### src/design/dps_pkg.sv
// ============================================================================
// Debounced power supervisor package
// Shared types, codes and constants for the power supervisor block.
// ============================================================================
package dps_pkg;

    // Width of a converted supply sample.
    localparam int SAMPLE_BITS = 12;

    // Width of the stable count, which saturates one above a 4-bit limit.
    localparam int COUNT_BITS = 5;

    // Width of the configuration register index.
    localparam int CFG_INDEX_BITS = 2;

    // Configuration register indexes.
    localparam logic [CFG_INDEX_BITS-1:0] CFG_DEBOUNCE_LIMIT = 2'd0;
    localparam logic [CFG_INDEX_BITS-1:0] CFG_SETTLE_TICKS   = 2'd1;
    localparam logic [CFG_INDEX_BITS-1:0] CFG_VDD_THRESHOLD  = 2'd2;

    // Configuration reset values.
    localparam logic [3:0]             DEBOUNCE_LIMIT_RESET = 4'd5;
    localparam logic [3:0]             SETTLE_TICKS_RESET   = 4'd5;
    localparam logic [SAMPLE_BITS-1:0] VDD_THRESHOLD_RESET  = SAMPLE_BITS'(200);

    // Event kinds.
    localparam logic OP_POLL   = 1'b0;
    localparam logic OP_SAMPLE = 1'b1;

    // Power state codes as reported in a result.
    localparam logic [1:0] PWR_OFF   = 2'd0;
    localparam logic [1:0] PWR_ON    = 2'd1;
    localparam logic [1:0] PWR_ERROR = 2'd2;

    // Internal power mode, one-hot.
    typedef enum logic [2:0] {
        MODE_OFF   = 3'b001,
        MODE_ON    = 3'b010,
        MODE_ERROR = 3'b100
    } dps_mode_t;

    // Input request.
    typedef struct packed {
        logic                   operation;
        logic                   button_level;
        logic [SAMPLE_BITS-1:0] vdd_sample;
    } dps_in_t;

    // Result.
    typedef struct packed {
        logic [1:0] power_state;
        logic       supply_enable;
        logic       clock_enable;
        logic       discharge_active;
        logic       vdd_led;
    } dps_out_t;

    // Configuration register contents.
    typedef struct packed {
        logic [3:0]             debounce_limit;
        logic [3:0]             settle_ticks;
        logic [SAMPLE_BITS-1:0] vdd_threshold;
    } dps_cfg_t;

endpackage

### src/design/debounced_power_supervisor.sv
// ============================================================================
// Debounced power supervisor
// Button debounce, power toggle and supply fault detection.
// ============================================================================
// Usage:
// The input channel (in_valid, in_stall, in_data) carries events: a poll
// tick with a raw button level, or a supply voltage sample. Every event
// yields exactly one result on the output channel (out_valid, out_stall,
// out_data) with the power state, switch drives and LED after the event.
// The configuration channel (cfg_valid, cfg_ready, cfg_index, cfg_data)
// writes the debounce limit, settling length and supply threshold; it is
// always ready and should only be used while no event is in flight.
// From request to result an event passes one input register, then the
// state update and one result register. One event is taken per clock
// cycle while the receiver does not stall; the state update lies between the two registers.
// When the receiver stalls, the result register holds; the input register
// then fills and in_stall follows, so nothing is lost or repeated.
// Reset clears both pipeline stages, powers off, clears the debounce and
// restores the register defaults (limit 5, settle 5, threshold 200).
// ============================================================================
module debounced_power_supervisor (
    input  logic                                clk,
    input  logic                                rst_n,
    input  logic                                in_valid,
    output logic                                in_stall,
    input  dps_pkg::dps_in_t                    in_data,
    output logic                                out_valid,
    input  logic                                out_stall,
    output dps_pkg::dps_out_t                   out_data,
    input  logic                                cfg_valid,
    output logic                                cfg_ready,
    input  logic [dps_pkg::CFG_INDEX_BITS-1:0]  cfg_index,
    input  logic [dps_pkg::SAMPLE_BITS-1:0]     cfg_data
);
    import dps_pkg::*;

    dps_cfg_t cfg;
    dps_out_t result;

    logic     in_valid_reg;
    dps_in_t  in_data_reg;
    logic     out_valid_reg;
    dps_out_t out_data_reg;

    logic     out_free;
    logic     step;

    // Stage movement.
    assign out_free = !out_valid_reg || !out_stall;
    assign step     = in_valid_reg && out_free;
    assign in_stall = in_valid_reg && !out_free;

    dps_cfg_regs u_cfg (
        .clk       (clk),
        .rst_n     (rst_n),
        .cfg_valid (cfg_valid),
        .cfg_ready (cfg_ready),
        .cfg_index (cfg_index),
        .cfg_data  (cfg_data),
        .cfg       (cfg)
    );

    dps_core u_core (
        .clk    (clk),
        .rst_n  (rst_n),
        .step   (step),
        .item   (in_data_reg),
        .cfg    (cfg),
        .result (result)
    );

    // Input register.
    always_ff @(posedge clk or negedge rst_n)
    begin
        if (!rst_n)
        begin
            in_valid_reg <= 1'b0;
        end
        else if (!in_stall)
        begin
            in_valid_reg <= in_valid;
        end
    end

    always_ff @(posedge clk)
    begin
        if (in_valid && !in_stall)
        begin
            in_data_reg <= in_data;
        end
    end

    // Result register.
    always_ff @(posedge clk or negedge rst_n)
    begin
        if (!rst_n)
        begin
            out_valid_reg <= 1'b0;
        end
        else if (out_free)
        begin
            out_valid_reg <= in_valid_reg;
        end
    end

    always_ff @(posedge clk)
    begin
        if (step)
        begin
            out_data_reg <= result;
        end
    end

    assign out_valid = out_valid_reg;
    assign out_data  = out_data_reg;

endmodule

### src/design/dps_cfg_regs.sv
// ============================================================================
// Power supervisor configuration registers
// Holds the debounce limit, settling length and supply threshold.
// ============================================================================
module dps_cfg_regs (
    input  logic                                 clk,
    input  logic                                 rst_n,
    input  logic                                 cfg_valid,
    output logic                                 cfg_ready,
    input  logic [dps_pkg::CFG_INDEX_BITS-1:0]   cfg_index,
    input  logic [dps_pkg::SAMPLE_BITS-1:0]      cfg_data,
    output dps_pkg::dps_cfg_t                    cfg
);
    import dps_pkg::*;

    dps_cfg_t cfg_reg;

    // Writes are always taken.
    assign cfg_ready = 1'b1;

    // Register write; an index past the last register is ignored.
    always_ff @(posedge clk or negedge rst_n)
    begin
        if (!rst_n)
        begin
            cfg_reg.debounce_limit <= DEBOUNCE_LIMIT_RESET;
            cfg_reg.settle_ticks   <= SETTLE_TICKS_RESET;
            cfg_reg.vdd_threshold  <= VDD_THRESHOLD_RESET;
        end
        else if (cfg_valid)
        begin
            case (cfg_index)
                CFG_DEBOUNCE_LIMIT: cfg_reg.debounce_limit <= cfg_data[3:0];
                CFG_SETTLE_TICKS:   cfg_reg.settle_ticks   <= cfg_data[3:0];
                CFG_VDD_THRESHOLD:  cfg_reg.vdd_threshold  <= cfg_data;
                default:            ;
            endcase
        end
    end

    assign cfg = cfg_reg;

endmodule

### src/design/dps_core.sv
// ============================================================================
// Power supervisor core
// Debounce and power state logic; updates its state once per event.
// ============================================================================
module dps_core (
    input  logic               clk,
    input  logic               rst_n,
    input  logic               step,
    input  dps_pkg::dps_in_t   item,
    input  dps_pkg::dps_cfg_t  cfg,
    output dps_pkg::dps_out_t  result
);
    import dps_pkg::*;

    logic                  last_button_reg, last_button_next;
    logic [COUNT_BITS-1:0] stable_count_reg, stable_count_next;
    dps_mode_t             mode_reg, mode_next;
    logic [3:0]            settle_count_reg, settle_count_next;
    logic                  supply_on_reg, supply_on_next;
    logic                  clock_on_reg, clock_on_next;
    logic                  discharging_reg, discharging_next;
    logic                  led_on_reg, led_on_next;

    logic [COUNT_BITS-1:0] limit_ext;
    logic [COUNT_BITS-1:0] count_inc;
    logic                  present;

    assign limit_ext = {1'b0, cfg.debounce_limit};
    assign count_inc = (stable_count_reg < limit_ext + 1'b1)
                     ? stable_count_reg + 1'b1 : stable_count_reg;
    assign present   = item.vdd_sample > cfg.vdd_threshold;

    // Next state for the event at hand.
    always_comb
    begin
        last_button_next  = last_button_reg;
        stable_count_next = stable_count_reg;
        mode_next         = mode_reg;
        settle_count_next = settle_count_reg;
        supply_on_next    = supply_on_reg;
        clock_on_next     = clock_on_reg;
        discharging_next  = discharging_reg;
        led_on_next       = led_on_reg;

        if (item.operation == OP_POLL)
        begin
            if (item.button_level != last_button_reg)
            begin
                // A change of level restarts the debounce.
                stable_count_next = '0;
                last_button_next  = item.button_level;
            end
            else
            begin
                stable_count_next = count_inc;
                if (count_inc == limit_ext && item.button_level)
                begin
                    // Confirmed press toggles power.
                    settle_count_next = cfg.settle_ticks;
                    if (mode_reg == MODE_ON)
                    begin
                        mode_next        = MODE_OFF;
                        clock_on_next    = 1'b0;
                        supply_on_next   = 1'b0;
                        discharging_next = 1'b1;
                    end
                    else
                    begin
                        mode_next        = MODE_ON;
                        discharging_next = 1'b0;
                        supply_on_next   = 1'b1;
                        clock_on_next    = 1'b1;
                    end
                end
            end
        end
        else
        begin
            // Supply sample: fault check, LED and settling countdown.
            if (mode_reg == MODE_ON && settle_count_reg == 4'd0 && !present)
            begin
                mode_next      = MODE_ERROR;
                supply_on_next = 1'b0;
            end
            led_on_next = present;
            if (settle_count_reg != 4'd0)
            begin
                settle_count_next = settle_count_reg - 1'b1;
            end
        end
    end

    // State registers advance when an event completes.
    always_ff @(posedge clk or negedge rst_n)
    begin
        if (!rst_n)
        begin
            last_button_reg  <= 1'b0;
            stable_count_reg <= '0;
            mode_reg         <= MODE_OFF;
            settle_count_reg <= 4'd0;
            supply_on_reg    <= 1'b0;
            clock_on_reg     <= 1'b0;
            discharging_reg  <= 1'b0;
            led_on_reg       <= 1'b0;
        end
        else if (step)
        begin
            last_button_reg  <= last_button_next;
            stable_count_reg <= stable_count_next;
            mode_reg         <= mode_next;
            settle_count_reg <= settle_count_next;
            supply_on_reg    <= supply_on_next;
            clock_on_reg     <= clock_on_next;
            discharging_reg  <= discharging_next;
            led_on_reg       <= led_on_next;
        end
    end

    // Result shows the state after the event.
    always_comb
    begin
        case (mode_next)
            MODE_OFF:   result.power_state = PWR_OFF;
            MODE_ON:    result.power_state = PWR_ON;
            MODE_ERROR: result.power_state = PWR_ERROR;
            default:    result.power_state = PWR_OFF;
        endcase
        result.supply_enable    = supply_on_next;
        result.clock_enable     = clock_on_next;
        result.discharge_active = discharging_next;
        result.vdd_led          = led_on_next;
    end

endmodule

### config.mk
export PLATFORM = sky130hd
export DESIGN_NAME = debounced_power_supervisor
export DESIGN_NICKNAME = d
export VERILOG_FILES = /design/src/design/dps_pkg.sv /design/src/design/debounced_power_supervisor.sv /design/src/design/dps_cfg_regs.sv /design/src/design/dps_core.sv
export SDC_FILE = /design/constraint.sdc
export NUM_CORES = 1
export LEC_CHECK = 0
export ABC_AREA = 1
export BUFFER_PORTS_ARGS = -buffer_cell sky130_fd_sc_hd__buf_2
export CORE_ASPECT_RATIO = 1.5
export CORE_MARGIN = 5
export CORE_UTILIZATION = 50
export CTS_CLUSTER_SIZE = 12
export DETAILED_ROUTE_END_ITERATION = 12
export HOLD_SLACK_MARGIN = 0.05
export PLACE_DENSITY = 0.79
export SYNTH_ARGS = -nofsm -noshare
export SYNTH_HDL_FRONTEND = slang
export SYNTH_SLANG_ARGS = --single-unit
export TNS_END_PERCENT = 20
### constraint.sdc
create_clock -name clk -period 7.2 [get_ports clk]
set_input_delay 0.36 -clock clk [delete_from_list [all_inputs] [get_ports clk]]
set_output_delay 0.36 -clock clk [all_outputs]
set_load 0.02 [all_outputs]
[After elaboration in Yosys (flattened, before gate mapping)]
Cells that the tools add are included.
Word-level totals
  flip-flop bits (word level): 59
  bits in latches: 0
  memory bits (writable): 0
  ROM bits: 0
  bits of input ports: 33
  output and inout port bits: 9
  word-level logic and storage cells: 83
  memories kept: 0
Operators by class
  add/subtract/negate cells: 3
  multiply operators: 0
  div/mod/pow operators: 0
  magnitude comparators: 2
  equal/unequal tests: 9
  shift-type cells: 0
  multiplexer cells: 25
  bitwise logic cells: 1
  reduce and logical (&&, ||, !) cells: 22
Operator list (count)
  $mux 4: 4
  $mux 1: 13
  $gt 12x12->1: 1
  $mux 3: 4
  $mux 5: 2
  $reduce_and 2->1: 4
  $eq 3x2->1 const B: 2
  $logic_and 1x1->1: 6
  $add 4x1->5 const B: 1
  $add 5x1->5 const B: 1
  $eq 5x4->1: 1
  $logic_not 1->1: 5
  $lt 5x5->1: 1
  $logic_not 4->1: 1
  $pmux 2 s2: 1
  $reduce_and 4->1: 1
  $reduce_bool 4->1: 1
  $sub 4x1->4 const B: 1
  $eq 3x3->1 const B: 1
  $reduce_and 3->1: 1
  $eq 2x1->1 const B: 1
  $eq 2x2->1 const B: 1
  $logic_not 2->1: 1
  $mux 2: 1
  other kinds (6): 6

[Depth between registers and ports, before layout]
Gate-level depths: netlist of the first run.
  word-level depth: 10
  mapped depth: 19
  gate-level depth less buffers: 19

[Hierarchy]
Synthesis of the first run repeated with hierarchy kept, for this count alone.
Unflattened totals
  cells, all modules: 377
  area, all modules: 3284.4 µm²
Modules (own cells, without submodules)
  dps_core: times used 1, cells each 252, area an instance 1736.7 µm², sequential area each 426.7 µm²
  dps_cfg_regs: times used 1, cells each 93, area an instance 852.1 µm², sequential area each 509.2 µm²
  debounced_power_supervisor: times used 1, cells each 32, area an instance 695.7 µm², sequential area each 650.6 µm²

[Worst setup path before layout of the first run]
No wires, ideal clock.
  path type: reg2reg
  start point: reg u_cfg.cfg_reg, in the netlist u_cfg.cfg[16]
  end point: reg out_data_reg, in the netlist out_data[2] (data pin)
  setup time: 255 ps
  arrival time: 2399 ps
  data required time: 6945 ps
  slack: 4546 ps
  cell stages (with the launch flop): 13
  path buffers: 0
  period minus slack after synthesis: 2654 ps
  cell sequence: dfstp_2 > ha_1 > nand3_1 > ha_1 > a21oi_4 > nand3_4 > nand2_1 > nand3_1 > nor2_4 > nand4_4 > or2_4 > o21ai_0 > inv_1
RTL lines
  start, declared: RTL line dps_cfg_regs.sv:16  | dps_cfg_t cfg_reg;
  end signal, assigned: RTL line debounced_power_supervisor.sv:110  | out_data_reg <= result;
  end, declared: RTL line debounced_power_supervisor.sv:43  | dps_out_t out_data_reg;

==> metrics.md, run 1 <==
| Metric | Value |
|---|---|
| Status | `finished clean` |
| Slowest cell on the critical path | `dfstp_2` |
| Max Cap Viol | `0` |
| Post-synth cell types | `36` |
| Drc violations | `0` |
| Rel. slew slack | `41.9%` |
| Crit share post-route | `39.2%` |
| Maximum vdd drop | `0.000188 V` |
| Diodes inserted | `0` |
| Most common cell after layout, fill and taps aside | `nand2_1` |
| Core ar. | `0.00617 mm^2` |
| Post-detail-place hpwl | `4550 um` |
| Critical path, cell by cell | `ha_1 -> nand3_1 -> ha_1 -> a21oi_4 -> nand3_4 -> nand2_2 -> nand2_2 -> nand2_2 -> nand2_2 -> nor2_4 -> nand2_2 -> nor2_1 -> nand3_1 -> nand2_1 -> nand2_1 -> nand2_1 -> nor2_1` |
| YS warnings | `0` |
| Clk_skew | `0.00999 ns` |
| Average wire per standard cell | `12.6 um` |
| Vias in the first global route | `2370` |
| Mean post-synth cell area | `9.10 um^2` |
| Syn nets | `404` |
| Initial antenna violation count | `0` |
| GR Overflow Total | `0` |
| CTS Root Cell | `clkbuf_8` |
| CTS buffer count | `9` |
| Global-route wire length before repair | `10300 um` |
| Worst-margin pin slew | `0.872 ns` |
| Vias per cell | `5.08` |
| Crit path time final | `2.82 ns` |
| Seq/Total Area, Yosys | `49.7%` |
| Layout Utilization | `59.0%` |
| Clock Latency Late Sink | `0.34 ns` |
| Post_cts resized | `0` |
| GR Util All Layers | `16.8%` |
| Syn Inst Count | `351` |
| Routability Congestion | `0.900` |
| Critical path fanouts, max | `8` |
| Clock sink count | `59` |
| Die Y | `108 um` |
| Lkg Pwr | `1.81 nW` |
| Total power | `0.00123 W` |
| Max Root-Sink Buffers | `2` |
| Hold Fails Final Rpt | `0` |
| Worst Setup Start Kind | `flop` |
| Delay of the slowest cell on the worst path | `0.57 ns` |
| Commonest non-fill, non-tap cells in the layout | `80 x nand2_1, 51 x inv_1, 40 x buf_2` |
| Layout cell share with drive strength beyond 1 | `22.8%` |
| CTS clock-pin slew for the worst setup and hold paths | `0.07 ns` |
| PortBufs | `40` |
| Top-area cell type share of the netlist area | `24.3%` |
| Setup violations, final | `0` |
| Slew Viols, Final | `0` |
| Initial Util | `51.7%` |
| Critical path required time | `7.30 ns` |
| Placed inst area | `0.00347 mm^2` |
| DR pass1 iterations | `4` |
| Pin count of the biggest net entering global routing | `40` |
| Hold slack | `0.131 ns` |
| CTS tree | `yes` |
| Pwr/cell area | `339 mW/mm^2` |
| Seq cells post-synth | `59` |
| Max reg flops | `20` |
| RSZ-0062 raised after global routing | `no` |
| Crit Path Class | `reg -> reg` |
| # IOs | `42` |
| Fill cell count | `505` |
| Vias | `2425` |
| Finished Cell Area | `0.00365 mm^2` |
| Critical path arrival | `2.93 ns` |
| Layout area overhead | `14.2%` |
| Critical Path Most Common Cell | `nand2_2` |
| Synth top area cells | `dfrtp_1 24%, edfxtp_1 19%, nand2_1 9.4%` |
| Final WL | `6020 um` |
| Nets@finish | `451` |
| Setup Fix Bufs, Post-CTS | `0` |
| Total Die Area | `0.00812 mm^2` |
| Die width | `75.3 um` |
| Min-delay worst type | `in -> async` |
| Syn Std Cell Area | `0.00319 mm^2` |
| Initial DRC Count | `143` |
| Cts hold-fix bufs | `0` |
| Number of core rows | `35` |
| Post-route setup TNS | `0 ns` |
| H-tree lvl count | `3` |
| Fmax | `354 MHz` |
| Crit path capture type | `flop` |
| Cell taking the most area after synthesis | `dfrtp_1` |
| Antenna-violating nets left | `0` |
-- critical path: cells and delay by family (launching register included) --
kind | cells | cell delay, ns
and+or+nand+nor | 14 | 1.21
DFF | 1 | 0.57
adders and majority gates | 2 | 0.53
AOI/OAI and AO/OA | 1 | 0.28
-- synth_stat cells (all sizes together) --
cell type and number:
a31oi 1, nand4 8, xor2 3, a22oi 1
dfrtp 31, or2 1, nor3 1, o211ai 1
ha 20, o21bai 1, a21oi 18, edfxtp 20
nand3 28, inv 52, nor2 21, o21ai 27
o22ai 5, and2 1, xnor2 2, mux2 1
clkbuf 3, buf 1, nand2 94, conb 1
dfstp 8, nand3b 1
-- layer usage --
metal  up-vias  wire length, um  track usage, %
li1       1247                -               -
met1      1106             2360            18.3
met2        59             3180            28.7
met3        13              302            4.21
met4         0              176            9.63
met5         -                0               0
-- path summary, 6_finish.rpt --
check	startpoint	endpoint	slack [ns]	cells after the start
setup / recovery	u_cfg.cfg[16]	out_data[5]	4.38	17
setup reg to reg	u_cfg.cfg[16]	out_data[5]	4.38	17
min in group clk	in_data[3]	in_data_reg[3]	0.19	1
hold / removal	rst_n	u_core.mode_reg[2]	0.13	1
hold reg to reg	in_valid_reg	out_valid	0.47	2
max in group asynchronous	rst_n	u_core.stable_count_reg[0]	6.51	1
-- cells by family after synthesis --
| family | synth area share, % |
|---|---|
| AND/OR/NAND/NOR | 24.1 |
| multiplexers | 0.353 |
| adder cells (fa/ha/maj) | 7.84 |
| buffers and inverters | 6.70 |
| XOR/XNOR | 1.37 |
| AO/OA/AOI/OAI | 9.84 |
| flip-flops | 49.7 |
| other | 0.117 |
-- layout make-up --
type / instances / area [um^2] / share of cell area, %
Tap cell: 74 / 92.6 / 2.54
Multi-Input combinational cell: 236 / 1390 / 38.2
Sequential cell: 59 / 1590 / 43.5
Clock inverter: 4 / 43.8 / 1.20
Timing Repair Buffer: 40 / 200 / 5.49
Clock buffer: 12 / 135 / 3.71
Inverter: 52 / 195 / 5.35
-- through the flow --
stage,cells,setup WS (ns)
after floorplan,351,4.55
after global placement,461,4.43
after detailed placement,461,4.35
after CTS,477,4.36
after global routing,477,4.10
final,477,4.38
-- where the power goes --
group | switching (W) | total [W] | internal (W)
combinational | 0.000304 | 0.000480 | 0.000175
sequential | 0.0000479 | 0.000476 | 0.000428
clock | 0.000121 | 0.000279 | 0.000158
Note: power is estimated with default switching activity, not from simulation.
==> inputs of run 2 (changes only) <==
--- a/config.mk
+++ b/config.mk
@@ -5,7 +5,7 @@
 export SDC_FILE = /design/constraint.sdc
 export NUM_CORES = 1
 export LEC_CHECK = 0
-export ABC_AREA = 1
+export ABC_AREA = 0
 export BUFFER_PORTS_ARGS = -buffer_cell sky130_fd_sc_hd__buf_2
 export CORE_ASPECT_RATIO = 1.5
 export CORE_MARGIN = 5
@@ -13,7 +13,7 @@
 export CTS_CLUSTER_SIZE = 12
 export DETAILED_ROUTE_END_ITERATION = 12
 export HOLD_SLACK_MARGIN = 0.05
-export PLACE_DENSITY = 0.79
+export PLACE_DENSITY = 0.81
 export SYNTH_ARGS = -nofsm -noshare
 export SYNTH_HDL_FRONTEND = slang
 export SYNTH_SLANG_ARGS = --single-unit
==> constraint.sdc (replaced) <==
create_clock -name clk -period 2.5 [get_ports clk]
set_input_delay 0.125 -clock clk [delete_from_list [all_inputs] [get_ports clk]]
set_output_delay 0.125 -clock clk [all_outputs]
set_load 0.02 [all_outputs]
==> metrics.md, run 2 <==
| Metric | Value |
|---|---|
| Max Cap Viol | `0` |
| Post-synth EDFFs | `20` |
| CTS clock-pin slew for the worst setup and hold paths | `0.06 ns` |
| Worst path top cell family by delay | `simple AND/OR/NAND/NOR gates` |
| Synth top area cells | `dfrtp_1 24%, edfxtp_1 19%, mux2_2 8.4%` |
| Clock sink count | `59` |
| Die Y | `108 um` |
| Vias in the first global route | `2872` |
| Crit path capture type | `flop` |
| Die width | `75.4 um` |
| Worst-margin pin slew | `0.929 ns` |
| Diodes inserted | `0` |
| Layout Utilization | `71.1%` |
| Failing checks | `negative setup slack` |
| Worst Setup EP | `u_core.clock_on_reg` |
| Buf/Inv on CP | `1` |
| CTS buffer count | `9` |
| Syn nets | `328` |
| Delay of the slowest cell on the worst path | `0.57 ns` |
| Worst Setup Start Kind | `flop` |
| Setup violations, final | `15` |
| Total power | `0.00390 W` |
| Drc violations | `0` |
| H-tree lvl count | `3` |
| Average wire per standard cell | `18.2 um` |
| Initial Util | `51.9%` |
| Crit Path Class | `reg -> reg` |
| Layout cell share with drive strength beyond 1 | `40.3%` |
| DR pass1 iterations | `4` |
| Min-delay worst type | `in -> reg` |
| Core ar. | `0.00617 mm^2` |
| Post-detail-place hpwl | `5090 um` |
| Crit Reg-Reg Startpoint | `u_cfg.cfg[16]` |
| Antenna-violating nets left | `0` |
| Launch point of the critical path | `u_cfg.cfg[16]` |
| Cell taking the most area after synthesis | `dfrtp_1` |
| Setup slack, reg-to-reg | `-0.36 ns` |
| Final WL | `8370 um` |
| RR Endpoint | `u_core.clock_on_reg` |
| Initial antenna violation count | `0` |
| R2R depth | `10` |
| # IOs | `42` |
| Cell count after placement | `407` |
| CTS Root Cell | `clkbuf_8` |
| Nets@finish | `433` |
| Rel. slew slack | `38.1%` |
| Clock Latency Late Sink | `0.35 ns` |
| Clk_skew | `0.00527 ns` |
| Most numerous cell in the Yosys netlist | `dfrtp_1` |
| Register area | `0.00159 mm^2` |
| Critical path arrival | `3.09 ns` |
| Hold slack | `0.0654 ns` |
| Seq cells post-synth | `59` |
| Hold Fails Final Rpt | `0` |
| Initial DRC Count | `203` |
| Critical Path Most Common Cell | `ha_4` |
| Crit path time final | `2.86 ns` |
| PortBufs | `40` |
| Post-route setup TNS | `-4.13 ns` |
| RSZ-0062 raised after global routing | `yes` |
| Lkg Pwr | `1.91 nW` |
| CTS tree | `yes` |
| Max reg flops | `20` |
| Main synth FF type | `dfrtp_1` |
| GR Overflow Total | `0` |
| Global-route wire length before repair | `13700 um` |
| Fmax | `350 MHz` |
| YS warnings | `0` |
| Post-synth cell types | `67` |
| Stages on the worst setup path | `10` |
| Total Die Area | `0.00814 mm^2` |
| Mean post-synth cell area | `11.6 um^2` |
| Commonest cells in the netlist | `31 x dfrtp_1, 24 x mux2_2, 20 x edfxtp_1, 20 x ha_1` |
| Ys async rst share | `66.1%` |
| Vias per cell | `5.86` |
| Critical path fanouts, max | `4` |
| Fill cell count | `385` |
| Crit share post-route | `114%` |
| Critical path required time | `2.73 ns` |
| Top-area cell type share of the netlist area | `24.2%` |
| Slew Viols, Final | `0` |
| Routability Congestion | `0.883` |
| Syn Std Cell Area | `0.00320 mm^2` |
| Status | `finished with violations` |
| Multi-input gate area | `0.00167 mm^2` |
| Commonest non-fill, non-tap cells in the layout | `40 x buf_2, 31 x dfrtp_1, 28 x buf_4` |
| Number of core rows | `35` |
| Final worst setup slack | `-0.360 ns` |
| Pin count of the biggest net entering global routing | `40` |
| Pwr/cell area | `888 mW/mm^2` |
| Syn Inst Count | `275` |
| Seq/Total Area, Yosys | `49.5%` |
| Max Root-Sink Buffers | `2` |
| Slowest cell on the critical path | `dfstp_2` |
| Maximum vdd drop | `0.000588 V` |
| Most common cell after layout, fill and taps aside | `buf_2` |
| Critical path, cell by cell | `ha_4 -> xnor2_2 -> ha_4 -> a21oi_4 -> buf_4 -> and2_2 -> o2111a_1 -> nand4b_1 -> nor3_4 -> mux2_4` |
| Layout area overhead | `37.1%` |
| Fin cells | `459` |
| GR Util All Layers | `22.8%` |
| Vias | `2688` |
-- run 2: cell count changes in the layout (fill, tap and decap cells not counted), moves of 5 or more --
cell / change
buf_4: +28
nor2_1: -5
nand2_1: -63
mux2_2: +23
nand3_1: -14
nand4_1: -5
inv_1: -33
o21ai_0: -20
nand2_2: -11
dlygate4sd3_1: +27
nor2b_1: +5
-- run 2: logic make-up after synthesis --
kind of cell	count (synthesis)	synth area share, %
fa+ha+maj	20	7.81
other cells	1	0.117
xor+xnor	6	1.64
mux	28	9.80
simple gates	77	14.0
compound gates	61	14.3
flops	59	49.5
buf+inv	23	2.81
-- run 2: stage by stage --
stage / area (um^2) / setup slack [ns]
detailed placement: 3680 / -0.430
CTS: 4340 / -0.377
floorplan: 3240 / -0.369
global placement: 3680 / -0.339
global route: 4390 / -0.426
finish: 4390 / -0.360
-- run 2: worst reg2reg max path: stages, from the launching register on --
cell and delay, ns:
dfstp_2 0.57, ha_4 0.16, xnor2_2 0.13, ha_4 0.25, a21oi_4 0.18, buf_4 0.15, and2_2 0.16, o2111a_1 0.25
nand4b_1 0.24, nor3_4 0.33, mux2_4 0.32
-- run 2: timing repair --
item,in CTS,in global routing
pin swaps,9,7
hold buffers,26,1
endpoints found under the hold margin,56,1
resized for setup,14,7
buffers inserted,8,1
setup endpoints to repair,15,16
-- run 2: power by group --
| part | total (W) | switching, W | internal (W) |
|---|---|---|---|
| Clock | 0.00109 | 0.000387 | 0.000702 |
| Sequential | 0.00136 | 0.000146 | 0.00121 |
| Combinational | 0.00145 | 0.000762 | 0.000691 |
| Total | 0.00390 | 0.00130 | 0.00261 |
-- run 2: cell type report --
class                      instances  area share, %
sequential                        59           36.1
tap                               74           2.11
clock buffer                      13           4.33
clock inverter                     3           1.48
inverter                          19           1.62
timing repair buffer              98           16.3
multi-input combinational        193           38.1
-- run 2: worst min-delay path by stage --
| stage | startpoint | end | cells past startpoint |
|---|---|---|---|
| after floorplan | rst_n | in_valid_reg | 0 |
| after global placement | rst_n | u_cfg.cfg[1] | 1 |
| after detailed placement | rst_n | u_cfg.cfg[1] | 1 |
| after CTS | cfg_data[3] | u_cfg.cfg[19] | 2 |
| after global routing | cfg_data[0] | u_cfg.cfg[12] | 2 |
| final | cfg_data[0] | u_cfg.cfg[12] | 2 |
-- run 2: layer usage --
metal | global-route usage, % | up-vias | part of all wire [%]
li1 | - | 1243 | -
met2 | 40.6 | 99 | 56
met3 | 4.56 | 35 | 4.1
met4 | 14.4 | 0 | 5.1
met1 | 23.2 | 1311 | 35
met5 | 0 | - | 0
